File: src/rtl/spq_pkg.sv
// Package for the sorted priority queue: default sizes and operation codes.
package spq_pkg;

  localparam int DEPTH_DEF     = 16;
  localparam int TAG_BITS_DEF  = 32;
  localparam int PRIO_BITS_DEF = 16;

  localparam logic FUNC_INSERT = 1'b0;
  localparam logic FUNC_REMOVE = 1'b1;

endpackage

File: src/rtl/spq_slot_ram.sv
// Slot store of the priority queue: one write port, one registered read port.
module spq_slot_ram #(
  parameter int DEPTH     = spq_pkg::DEPTH_DEF,
  parameter int DATA_BITS = spq_pkg::TAG_BITS_DEF + spq_pkg::PRIO_BITS_DEF
) (
  input  logic                         clk,
  input  logic                         wr_en,
  input  logic [$clog2(DEPTH)-1:0]     wr_addr,
  input  logic [DATA_BITS-1:0]         wr_data,
  input  logic [$clog2(DEPTH)-1:0]     rd_addr,
  output logic [DATA_BITS-1:0]         rd_data
);

  logic [DATA_BITS-1:0] mem [DEPTH];
  logic [DATA_BITS-1:0] rd_data_r;

  always_ff @(posedge clk) begin
    if (wr_en) begin
      mem[wr_addr] <= wr_data;
    end
  end

  always_ff @(posedge clk) begin
    rd_data_r <= mem[rd_addr];
  end

  assign rd_data = rd_data_r;

endmodule

File: src/rtl/sorted_priority_queue.sv
// Sorted priority queue: a single slot memory walked by a small sequencer.
//
// Input channel (in_valid / in_stall): one transaction is an operation, insert
// (in_func = insert, with in_entry_tag and in_entry_priority) or remove head.
// Result channel (out_valid / out_stall): exactly one transaction per input,
// carrying success, the head entry after the operation, the count and flags.
// Entries are kept in ascending priority order in memory; the head sits at the
// top occupied slot. Equal priorities leave first-in first-out.
// A remove or a refused insert steps from acceptance through a head read and
// a head capture. An insert walks down from the free top slot, moving up each
// entry whose priority is not lower, with a read and a compare/write step per
// slot (slot zero is written in its read step), then reads and captures the
// head. The next transaction is taken in the cycle after the result loads.
// in_stall is high from acceptance until the result is loaded into the output
// register; a new transaction may be taken while that result still waits.
// If the receiver stalls, the result holds and the next finished result waits
// in the sequencer until the output register is free.
// Reset clears the count, the sequencer and out_valid; slot contents are not
// cleared; the contents of an unwritten slot are never used.
module sorted_priority_queue #(
  parameter int DEPTH     = spq_pkg::DEPTH_DEF,
  parameter int TAG_BITS  = spq_pkg::TAG_BITS_DEF,
  parameter int PRIO_BITS = spq_pkg::PRIO_BITS_DEF
) (
  input  logic                         clk,
  input  logic                         rst_n,
  input  logic                         in_valid,
  output logic                         in_stall,
  input  logic                         in_func,
  input  logic [TAG_BITS-1:0]          in_entry_tag,
  input  logic [PRIO_BITS-1:0]         in_entry_priority,
  output logic                         out_valid,
  input  logic                         out_stall,
  output logic                         out_accepted,
  output logic [TAG_BITS-1:0]          out_head_tag,
  output logic [PRIO_BITS-1:0]         out_head_priority,
  output logic [$clog2(DEPTH+1)-1:0]   out_entry_count,
  output logic                         out_is_empty,
  output logic                         out_is_full
);
  import spq_pkg::*;

  localparam int ADDR_BITS = $clog2(DEPTH);
  localparam int CNT_BITS  = $clog2(DEPTH + 1);
  localparam int DATA_BITS = TAG_BITS + PRIO_BITS;
  localparam logic [CNT_BITS-1:0] FULL_CNT = CNT_BITS'(DEPTH);

  typedef enum logic [4:0] {
    S_IDLE  = 5'b00001,
    S_RD    = 5'b00010,
    S_CMP   = 5'b00100,
    S_HREAD = 5'b01000,
    S_HCAP  = 5'b10000
  } state_t;

  state_t                state_r, state_nxt;
  logic [CNT_BITS-1:0]   count_r, count_nxt;
  logic [ADDR_BITS-1:0]  pos_r, pos_nxt;
  logic [TAG_BITS-1:0]   tag_r, tag_nxt;
  logic [PRIO_BITS-1:0]  prio_r, prio_nxt;
  logic                  ok_r, ok_nxt;

  logic                  out_valid_r, out_valid_nxt;
  logic                  out_ok_r;
  logic [TAG_BITS-1:0]   out_tag_r;
  logic [PRIO_BITS-1:0]  out_prio_r;
  logic [CNT_BITS-1:0]   out_cnt_r;
  logic                  out_load;

  logic                  wr_en;
  logic [ADDR_BITS-1:0]  wr_addr;
  logic [DATA_BITS-1:0]  wr_data;
  logic [ADDR_BITS-1:0]  rd_addr;
  logic [DATA_BITS-1:0]  rd_data;
  logic [PRIO_BITS-1:0]  rd_prio;
  logic [CNT_BITS-1:0]   head_idx;

  assign rd_prio  = rd_data[PRIO_BITS-1:0];
  assign head_idx = count_r - CNT_BITS'(1);

  spq_slot_ram #(
    .DEPTH     (DEPTH),
    .DATA_BITS (DATA_BITS)
  ) u_ram (
    .clk     (clk),
    .wr_en   (wr_en),
    .wr_addr (wr_addr),
    .wr_data (wr_data),
    .rd_addr (rd_addr),
    .rd_data (rd_data)
  );

  always_comb begin
    state_nxt = state_r;
    count_nxt = count_r;
    pos_nxt   = pos_r;
    tag_nxt   = tag_r;
    prio_nxt  = prio_r;
    ok_nxt    = ok_r;
    wr_en     = 1'b0;
    wr_addr   = pos_r;
    wr_data   = {tag_r, prio_r};
    rd_addr   = head_idx[ADDR_BITS-1:0];
    out_load  = 1'b0;
    case (state_r)
      S_IDLE: begin
        if (in_valid) begin
          tag_nxt  = in_entry_tag;
          prio_nxt = in_entry_priority;
          if (in_func == FUNC_REMOVE) begin
            ok_nxt = (count_r != '0);
            if (count_r != '0) begin
              count_nxt = count_r - CNT_BITS'(1);
            end
            state_nxt = S_HREAD;
          end else if (count_r == FULL_CNT) begin
            ok_nxt    = 1'b0;
            state_nxt = S_HREAD;
          end else begin
            ok_nxt    = 1'b1;
            pos_nxt   = count_r[ADDR_BITS-1:0];
            state_nxt = S_RD;
          end
        end
      end
      S_RD: begin
        rd_addr = pos_r - ADDR_BITS'(1);
        if (pos_r == '0) begin
          wr_en     = 1'b1;
          count_nxt = count_r + CNT_BITS'(1);
          state_nxt = S_HREAD;
        end else begin
          state_nxt = S_CMP;
        end
      end
      S_CMP: begin
        wr_en = 1'b1;
        if (rd_prio >= prio_r) begin
          // shift the slot below, whose priority is not lower, up and keep walking down
          wr_data   = rd_data;
          pos_nxt   = pos_r - ADDR_BITS'(1);
          state_nxt = S_RD;
        end else begin
          count_nxt = count_r + CNT_BITS'(1);
          state_nxt = S_HREAD;
        end
      end
      S_HREAD: begin
        state_nxt = S_HCAP;
      end
      S_HCAP: begin
        if (!(out_valid_r && out_stall)) begin
          out_load  = 1'b1;
          state_nxt = S_IDLE;
        end
      end
      default: begin
        state_nxt = S_IDLE;
      end
    endcase
  end

  assign in_stall = (state_r != S_IDLE);

  always_comb begin
    out_valid_nxt = out_valid_r;
    if (out_valid_r && !out_stall) begin
      out_valid_nxt = 1'b0;
    end
    if (out_load) begin
      out_valid_nxt = 1'b1;
    end
  end

  always_ff @(posedge clk) begin
    if (!rst_n) begin
      state_r     <= S_IDLE;
      count_r     <= '0;
      out_valid_r <= 1'b0;
    end else begin
      state_r     <= state_nxt;
      count_r     <= count_nxt;
      out_valid_r <= out_valid_nxt;
    end
  end

  always_ff @(posedge clk) begin
    pos_r  <= pos_nxt;
    tag_r  <= tag_nxt;
    prio_r <= prio_nxt;
    ok_r   <= ok_nxt;
    if (out_load) begin
      out_ok_r  <= ok_r;
      out_cnt_r <= count_r;
      if (count_r == '0) begin
        out_tag_r  <= '0;
        out_prio_r <= '0;
      end else begin
        out_tag_r  <= rd_data[DATA_BITS-1:PRIO_BITS];
        out_prio_r <= rd_data[PRIO_BITS-1:0];
      end
    end
  end

  assign out_valid         = out_valid_r;
  assign out_accepted      = out_ok_r;
  assign out_head_tag      = out_tag_r;
  assign out_head_priority = out_prio_r;
  assign out_entry_count   = out_cnt_r;
  assign out_is_empty      = (out_cnt_r == '0);
  assign out_is_full       = (out_cnt_r == FULL_CNT);

  a_count_bound: assert property (@(posedge clk) disable iff (!rst_n)
    count_r <= FULL_CNT)
    else $error("stored count exceeds depth");

  a_walk_pos: assert property (@(posedge clk) disable iff (!rst_n)
    state_r == S_CMP |-> pos_r != '0)
    else $error("compare step below slot zero");

  a_empty_head: assert property (@(posedge clk) disable iff (!rst_n)
    out_valid && out_is_empty |-> out_head_tag == '0 && out_head_priority == '0)
    else $error("empty queue reports a head entry");

  a_load_free: assert property (@(posedge clk) disable iff (!rst_n)
    out_load |-> !(out_valid_r && out_stall))
    else $error("result overwritten while stalled");

endmodule
File: config.mk
export PLATFORM = sky130hd
export DESIGN_NAME = sorted_priority_queue
export DESIGN_NICKNAME = d
export VERILOG_FILES = /design/src/rtl/spq_pkg.sv /design/src/rtl/spq_slot_ram.sv /design/src/rtl/sorted_priority_queue.sv
export SDC_FILE = /design/constraint.sdc
export NUM_CORES = 1
export LEC_CHECK = 0
export ABC_AREA = 1
export ABC_CLOCK_PERIOD_IN_PS = 9870
export BUFFER_PORTS_ARGS = -buffer_cell sky130_fd_sc_hd__buf_2
export CORE_ASPECT_RATIO = 0.6
export CORE_UTILIZATION = 45
export CTS_CLUSTER_SIZE = 14
export DETAILED_ROUTE_END_ITERATION = 8
export GPL_TIMING_DRIVEN = 1
export PLACE_DENSITY = 0.65
export SETUP_SLACK_MARGIN = 0.2
export SYNTH_ARGS = -nofsm -noshare
export SYNTH_HDL_FRONTEND = slang
export SYNTH_SLANG_ARGS = --single-unit
File: constraint.sdc
create_clock -name clk -period 9.87 [get_ports clk]
set_clock_uncertainty 0.15 [all_clocks]
set_input_delay 0.4935 -clock clk [delete_from_list [all_inputs] [get_ports clk]]
set_output_delay 0.4935 -clock clk [all_outputs]
set_load 0.01 [all_outputs]
==> results.md, run 1 <==
* Outcome: completed
* Int Pwr at 7951 uW
* Final ANT Viol Nets at 0
* Post-synth top cells: nand2_1, edfxtp_1, nand3_1
* RSZ-0062 raised after global routing: no
* CTS tree: built
* Hold Crit Class: in -> reg
* Routed WL at 93,850 um
* Worst Setup Start Kind: flop
* Worst path cell trace: inv_1, ha_1, nand2_1, nor2_1, nor2_1, nand2_1, nand2_1, nand2_1, nand2_1, nand2_2, buf_4, nand2_4, a21oi_1
* Worst r2r path cells at 13
* Ys Warns at 0
* Psw at 4570 uW
* Most common cell in the netlist: nand2_1
* Die Ht at 227.8 um
* Share of cells above drive strength 1 at 0.08977
* Grt total ovfl at 0
* ANT cells at 0
* Final Util at 0.5126
* Hold slack final at 0.05658 ns
* Finished Layout Cells at 4,565
* Combinational cell fraction of total power at 0.326
* Routed len/inst at 20.56 um
* IO Count at 111
* PwrDens at 291.4 nW/um^2
* Worst vdd ir at 0.0003419 V
* Reg-to-reg startpoint: prio_r[2]$_DFFE_PP_
* Asr flop ratio synth at 0
* Initial antenna violation count at 0
* GPL Wtd Cong at 0.7815
* Die Width at 378.3 um
* Die area at 86,160 sq um
* Crit Path Max Fanout at 72
* Total Nets Final at 3,440
* Least-Margin Pin Slew at 1.179 ns
* Initial detailed-routing violation count at 2,595
* DRT Pass-1 Iters at 5
* Global Route Usage Sum at 0.2183
* R2R Setup Slk at 5.31 ns
* Worst Path Arrival at 4.71 ns
* First-pass GRT wire length at 140,300 um
* Crit share post-route at 0.4620
* Worst rel slew slack at 0.2137
* Number of CTS-inserted buffers at 86
* Via Count at 23,840
* CP max stage delay at 1.17 ns
* Synth Net Count at 3,331
* Fmax at 219.3 MHz
* Crit Path Category: reg -> reg
* Synth area leader: edfxtp_1
* Hold Path End: state_r[0]$_SDFFE_PN1P_
* Initial Utilization at 0.4560
* Yosys cell types at 35
* EDFF count, synth at 875
* Std-Cell Rows at 82
* Clock power share at 0.275
* WP data required at 10.02 ns
* Fill count at 7,169
* Minimum clock period after layout at 4.560 ns
* Multi-input gate area at 8554 sq um
* Sequential fraction of design power at 0.398
* Final Hold Fails at 0
* Most frequent CP cell: nand2_1
* Post-route setup TNS at 0 ns
* Number of global-route vias before repair at 22,110
* Sequential share of the synthesized area at 0.7183
* Static Leakage at 0.01674 uW
* Top delay family on crit path: simple AND/OR/NAND/NOR gates
* CTS Root Cell: clkbuf_16
* Synth top area share at 0.6874
* DRC at 0
* Pin count of the biggest net entering global routing at 194
* Placed cell count at 4,358
* Switching part of the total at 0.3650
* Storage element area at 27,460 sq um
* Cells after Synth at 3,254
* Vias per cell at 5.222
* Count of clock tree sinks at 934
* Max-cap violation count at 0
* Worst Min Path Start: in_valid
* Layout area overhead at 12.41%
* Port Buffers at 110
* Core box area at 83,820 sq um
* Main synth FF type: edfxtp_1
* Detailed Place HPWL at 44,630 um
* Syn avg cell area at 11.75 sq um
* H-tree Lvls at 3
* Later-pin clock latency in the skew report at 0.66 ns
* CP Buf/Inv Count at 2
* #FFs+latches synth at 934
* Longest Clk Path Bufs at 3
* Final setup viols at 0
* Slowest cell on crit path: a21oi_1
* Slew Limit Fails at 0
* Worst path depth at 13
* Crit. End Element: flop
* Clk slew on worst S/H paths at 0.07 ns
* Worst hold path stage count at 4
* Top cells by area, synth: edfxtp_1, nand2_1, nand3_1
* R2R Path End: u_ram.mem[6][15]$_DFFE_PP_
* Synthesized cell area at 38,230 sq um
* Setup bufs post-CTS at 0
==> logic make-up after synthesis <==
family          synth area share
compound gates           0.05064
xor+xnor                0.001604
fa+ha+maj               0.007856
buf+inv                  0.06268
flops                     0.7183
simple gates              0.1590
==> final cells by class <==
type,count,share of cell area
flip-flops and latches,934,0.6390
clock buffers,125,0.05780
clock inverters,31,0.01002
inverters,338,0.02967
repair buffers,198,0.03145
multi-input cells,1805,0.1991
well taps,1134,0.03302
==> placed cells by master (no fill, tap or decap), types with 2 or more instances in the layout <==
cell,netlist,routed
inv_1,333,330
clkinv_1,2,8
nor2_4,0,13
o21ai_1,40,40
nand2_4,3,4
dlygate4sd3_1,0,51
nor2_1,55,42
xnor2_1,2,2
nand4_1,6,6
edfxtp_1,875,875
dfxtp_1,59,59
bufinv_16,0,10
clkbuf_16,0,90
buf_2,91,110
nand2_2,2,2
o21ai_4,1,2
a21oi_1,28,26
nand2_1,1078,1075
ha_1,24,24
nand3_1,335,334
clkinv_2,0,13
clkbuf_1,28,25
nor2_2,2,2
inv_2,3,3
o21ai_0,21,21
nand3b_1,2,2
o211ai_1,192,192
a21oi_4,0,2
buf_4,15,36
xor2_1,5,5
clkbuf_8,0,10
nand2_8,0,2
==> registers in the layout, summed over array words and instances (netlist names) <==
| signal | flops |
|---|---|
| out_entry_count | 5 |
| prio_r | 16 |
| out_head_priority | 16 |
| out_accepted | 1 |
| u_ram.mem | 768 |
| count_r | 5 |
| tag_r | 32 |
| pos_r | 4 |
| out_head_tag | 32 |
| u_ram.rd_data | 48 |
| state_r | 5 |
| out_valid | 1 |
| ok_r | 1 |
==> metrics by stage <==
stage | area [sq um] | total power, uW | setup slack [ns]
floorplan | 38230 | 7960 | 5.965
global placement | 39550 | 9064 | 5.395
detailed placement | 39550 | 9108 | 5.320
CTS | 42970 | 12560 | 5.329
global route | 42970 | 13200 | 5.013
finish | 42970 | 12520 | 5.310
==> worst register-to-register path: stages (launching register included) <==
cell and delay (ns):
edfxtp_1 0.32, inv_1 0.07, ha_1 0.29, nand2_1 0.07, nor2_1 0.10, nor2_1 0.04, nand2_1 0.08, nand2_1 0.05
nand2_1 0.22, nand2_1 0.11, nand2_2 0.08, buf_4 0.53, nand2_4 0.83, a21oi_1 1.26
==> routing by layer <==
metal | track usage | wire [um] | up-vias | part of all wire
li1 | - | - | 11360 | -
met1 | 0.3289 | 43280 | 11470 | 0.46
met2 | 0.3306 | 41920 | 895 | 0.45
met3 | 0.03928 | 7164 | 113 | 0.076
met4 | 0.04567 | 1490 | 0 | 0.016
met5 | 0 | 0 | - | 0
==> worst max path at each step <==
stage | startpoint | endpoint | slack (ns)
final | prio_r[2]$_DFFE_PP_ | u_ram.mem[6][15]$_DFFE_PP_ | 5.31
after detailed placement | prio_r[2]$_DFFE_PP_ | u_ram.mem[10][12]$_DFFE_PP_ | 5.32
after CTS | prio_r[2]$_DFFE_PP_ | u_ram.mem[4][12]$_DFFE_PP_ | 5.33
after global placement | prio_r[3]$_DFFE_PP_ | u_ram.mem[8][14]$_DFFE_PP_ | 5.40
after floorplan | state_r[2]$_SDFFE_PN0P_ | out_accepted$_DFFE_PP_ | 5.97
after global routing | prio_r[1]$_DFFE_PP_ | u_ram.mem[10][11]$_DFFE_PP_ | 5.01
==> power by group through the flow <==
stage                     combinational, uW  sequential, uW  clock (uW)
after CTS                              4080            4990        3500
after global routing                   4550            5000        3650
after floorplan                        2950            5010           0
final                                  4080            4990        3450
after detailed placement               4040            5070           0
after global placement                 4000            5070           0
==> repair_timing <==
action | 4_1_cts | 5_1_grt
resized for setup | 0 | 0
hold buffers | 51 | 0
hold endpoints to repair | 56 | 0
setup endpoints to repair | 0 | 0
(Power assumes the default switching activity.)
==> run 2, diff against run 1 <==
Settings changed: ABC_AREA 1 to 0, ABC_CLOCK_PERIOD_IN_PS 9870 to 4200.
Clock period 9.87 ns to 4.2 ns, I/O delays scaled along.
==> results.md, run 2 <==
* Design Area, Final at 44,320 sq um (was 42,970 sq um)
* Synth Area in Adders at 0.007795 (was 0.007855)
* CP max stage delay at 0.60 ns (was 1.17 ns)
* Crit Path Max Fanout at 80 (was 72)
* Worst rel slew slack at 0.3128 (was 0.2137)
* IO Count at 111 (unchanged)
* Final setup viols at 0 (unchanged)
* Minimum clock period after layout at 3.696 ns (was 4.560 ns)
* Pin count of the biggest net entering global routing at 100 (was 194)
* Share of cells above drive strength 1 at 0.1910 (was 0.08977)
* Total Nets Final at 2,774 (was 3,440)
* Routed WL at 113,200 um (was 93,850 um)
* Least-Margin Pin Slew at 1.028 ns (was 1.179 ns)
* Routing usage on met1 at 0.3628 (was 0.3289)
* Met2 GRT Util at 0.3933 (was 0.3306)
* DRC at 0 (unchanged)
* Number of CTS-inserted buffers at 85 (was 86)
* PwrDens at 514.5 nW/um^2 (was 291.4 nW/um^2)
* Worst vdd ir at 0.0003004 V (was 0.0003419 V)
* Post-Synth XOR/XNOR Area at 0.002046 (was 0.001604)
* Initial Utilization at 0.4579 (was 0.4560)
* Syn avg cell area at 15.24 sq um (was 11.75 sq um)
* Crit share post-route at 0.8799 (was 0.4620)
* Count of clock tree sinks at 934 (unchanged)
* CP Buf/Inv Count at 2 (unchanged)
* Worst Min Path Start: in_entry_tag[15] (was in_valid)
* Synth Area in Compound Gates at 0.09238 (was 0.05063)
* Yosys cell types at 69 (was 35)
* Final Hold Fails at 0 (unchanged)
* CTS Root Cell: clkbuf_16 (unchanged)
* Main synth FF type: edfxtp_1 (unchanged)
* GPL Wtd Cong at 0.8303 (was 0.7815)
* Worst hold path stage count at 2 (was 4)
* Cells after Synth at 2,527 (was 3,254)
* Initial detailed-routing violation count at 3,442 (was 2,595)
* Longest Clk Path Bufs at 3 (unchanged)
* Sequential share of the synthesized area at 0.7128 (was 0.7183)
* Via Count at 24,140 (was 23,840)
* WP data required at 4.56 ns (was 10.02 ns)
* Worst Path Arrival at 4.05 ns (was 4.71 ns)
* Std-Cell Rows at 82 (unchanged)
* Max-cap violation count at 0 (unchanged)
* Mux cell area share after synthesis at 0.09195 (was 0)
* Port Buffers at 110 (unchanged)
* Die area at 86,810 sq um (was 86,160 sq um)
* Post-synth top cells: edfxtp_1, nand2_1, a21oi_1 (was nand2_1, edfxtp_1, nand3_1)
* Post-route setup TNS at 0 ns (unchanged)
* Synth Net Count at 2,604 (was 3,331)
* Placed Area at 41,000 sq um (was 39,550 sq um)
* EDFF count, synth at 875 (unchanged)
* Number of flip-flops in the largest register at 768 (unchanged)
* Most common cell in the netlist: edfxtp_1 (was nand2_1)
* #FFs+latches synth at 934 (unchanged)
* Grt total ovfl at 0 (unchanged)
* Met3 Usage GRT at 0.06040 (was 0.03928)
* Number of global-route vias before repair at 23,270 (was 22,110)
* Most frequent cells in the layout: edfxtp_1, nand2_1, a21oi_1 (was nand2_1, edfxtp_1, nand3_1)
* Asr flop ratio synth at 0 (unchanged)
* Worst r2r path cells at 8 (was 13)
* Detailed Place HPWL at 61,710 um (was 44,630 um)
* Setup WS pre-CTS at 0.5992 ns (was 5.320 ns)
* Clk slew on worst S/H paths at 0.06 ns (was 0.07 ns)
* Ys Warns at 0 (unchanged)
* Commonest non-fill, non-tap cell in the layout: edfxtp_1 (was nand2_1)
* Top cells by area, synth: edfxtp_1, mux2_2, mux2i_1 (was edfxtp_1, nand2_1, nand3_1)
* Die Width at 379.7 um (was 378.3 um)
* Worst Setup Start Kind: flop (unchanged)
* Hold Crit Class: in -> reg (unchanged)
* Synth Area in Simple Gates at 0.07065 (was 0.1590)
* Global Route Usage Sum at 0.2551 (was 0.2183)
* Later-pin clock latency in the skew report at 0.68 ns (was 0.66 ns)
* R2R Setup Slk at 0.50 ns (was 5.31 ns)
* Core box area at 84,130 sq um (was 83,820 sq um)
* Fmax at 270.6 MHz (was 219.3 MHz)
* Most frequent CP cell: buf_12 (was nand2_1)
* Busiest grt layer: met2 (unchanged)
* Die Ht at 228.6 um (was 227.8 um)
* Synthesized cell area at 38,520 sq um (was 38,230 sq um)
* Final ANT Viol Nets at 0 (unchanged)
* Slew Limit Fails at 0 (unchanged)
* Synth area leader: edfxtp_1 (unchanged)
* RSZ-0062 raised after global routing: no (unchanged)
* Slowest cell on crit path: or3b_1 (was a21oi_1)
* PnR worst setup slack at 0.5044 ns (was 5.310 ns)
* Hold Path End: tag_r[15]$_DFFE_PP_ (was state_r[0]$_SDFFE_PN1P_)
* Synth top area share at 0.6821 (was 0.6874)
* Reg-to-reg startpoint: state_r[1]$_SDFFE_PN0P_ (was prio_r[2]$_DFFE_PP_)
* Static Leakage at 0.01499 uW (was 0.01674 uW)
* CTS tree: built (unchanged)
* Vias per cell at 6.181 (was 5.222)
* Dominant combinational cell family by area after synthesis: compound AO/OA/AOI/OAI gates (was simple AND/OR/NAND/NOR gates)
* Reg with most FFs: u_ram.mem (unchanged)
* Routed len/inst at 28.98 um (was 20.56 um)
* Outcome: completed (unchanged)
* Worst path cell trace: or3b_1, o21ai_4, buf_12, and2_2, buf_12, nand2_1, a32o_1, o41ai_1 (was inv_1, ha_1, nand2_1, nor2_1, nor2_1, nand2_1, nand2_1, nand2_1, nand2_1, nand2_2, buf_4, nand2_4, a21oi_1)
* Crit Path Category: reg -> reg (unchanged)
* Top delay family on crit path: compound AO/OA/AOI/OAI gates (was simple AND/OR/NAND/NOR gates)
* Crit. End Element: flop (unchanged)
* First-pass GRT wire length at 160,600 um (was 140,300 um)
* R2R Path End: u_ram.rd_data[13]$_DFF_P_ (was u_ram.mem[6][15]$_DFFE_PP_)
* Layout area overhead at 15.05% (was 12.41%)
* H-tree Lvls at 3 (unchanged)
* DRT Pass-1 Iters at 6 (was 5)
* Initial antenna violation count at 1 (was 0)
run 2: cell count changes after synthesis, moves of 121 or more:
cell / previous run / this run
mux2i_1: 0 / 121
inv_1: 333 / 26
o211ai_1: 192 / 3
nand3_1: 335 / 37
a21oi_1: 28 / 209
nand2_1: 1078 / 231
run 2: kinds of logic (layout without fill, tap and decap cells):
family | after synthesis | count (layout)
multiplexers | 281 | 281
buffers and inverters | 201 | 443
adder cells (fa/ha/maj) | 24 | 24
flip-flops | 934 | 934
XOR/XNOR | 9 | 9
AO/OA/AOI/OAI | 516 | 516
other | 0 | 2
AND/OR/NAND/NOR | 562 | 562
run 2: power by group:
part           leakage (uW)  switching [uW]  total, uW  internal [uW]
Clock               0.00136            3450       7810           4360
Sequential          0.00841             258      10900          10600
Combinational       0.00522            2630       4110           1480
Total                0.0150            6330      22800          16500
run 2: how the worst max path moves through the flow:
| stage | from | end | cells past startpoint |
|---|---|---|---|
| 2_1_floorplan | state_r[2]$_SDFFE_PN0P_ | out_accepted$_DFFE_PP_ | 4 |
| 3_3_place_gp | count_r[0]$_SDFFE_PN0P_ | u_ram.rd_data[13]$_DFF_P_ | 9 |
| 3_5_place_dp | prio_r[0]$_DFFE_PP_ | u_ram.mem[10][37]$_DFFE_PP_ | 8 |
| 4_1_cts | prio_r[0]$_DFFE_PP_ | u_ram.mem[7][37]$_DFFE_PP_ | 8 |
| 5_1_grt | prio_r[0]$_DFFE_PP_ | u_ram.mem[0][38]$_DFFE_PP_ | 8 |
| 6_report | state_r[1]$_SDFFE_PN0P_ | u_ram.rd_data[13]$_DFF_P_ | 8 |
run 2: metal layers:
| layer | vias up | routed length, um |
|---|---|---|
| met5 | - | 0 |
| met4 | 0 | 2801 |
| met3 | 198 | 12570 |
| met2 | 1471 | 51060 |
| met1 | 12210 | 46750 |
| li1 | 10260 | - |
run 2: timing repair:
item,CTS,global route
endpoints found under the setup margin,0,4
gates resized for setup,0,1
setup buffers,0,0
hold endpoints to repair,60,0
hold buffers,53,0
run 2: metrics by stage:
stage	util	total power (uW)	std cells	hold slack (ns)
floorplan	-	13370	2527	0.1589
global placement	0.4873	15000	3691	0.2408
detailed placement	0.4873	15060	3691	0.2388
CTS	0.5267	22820	3903	0.04639
global route	0.5267	23460	3903	0.06319
finish	0.5268	22800	3905	0.08664
run 2: area by class of cell:
class,instances,area (sq um)
tap,1134,1419
timing repair buffer,257,2187
clock buffer,119,2346
multi-input combinational,1392,10370
inverter,27,101.3
antenna,2,5.005
clock inverter,40,432.9
fill,6740,39810
sequential,934,27460
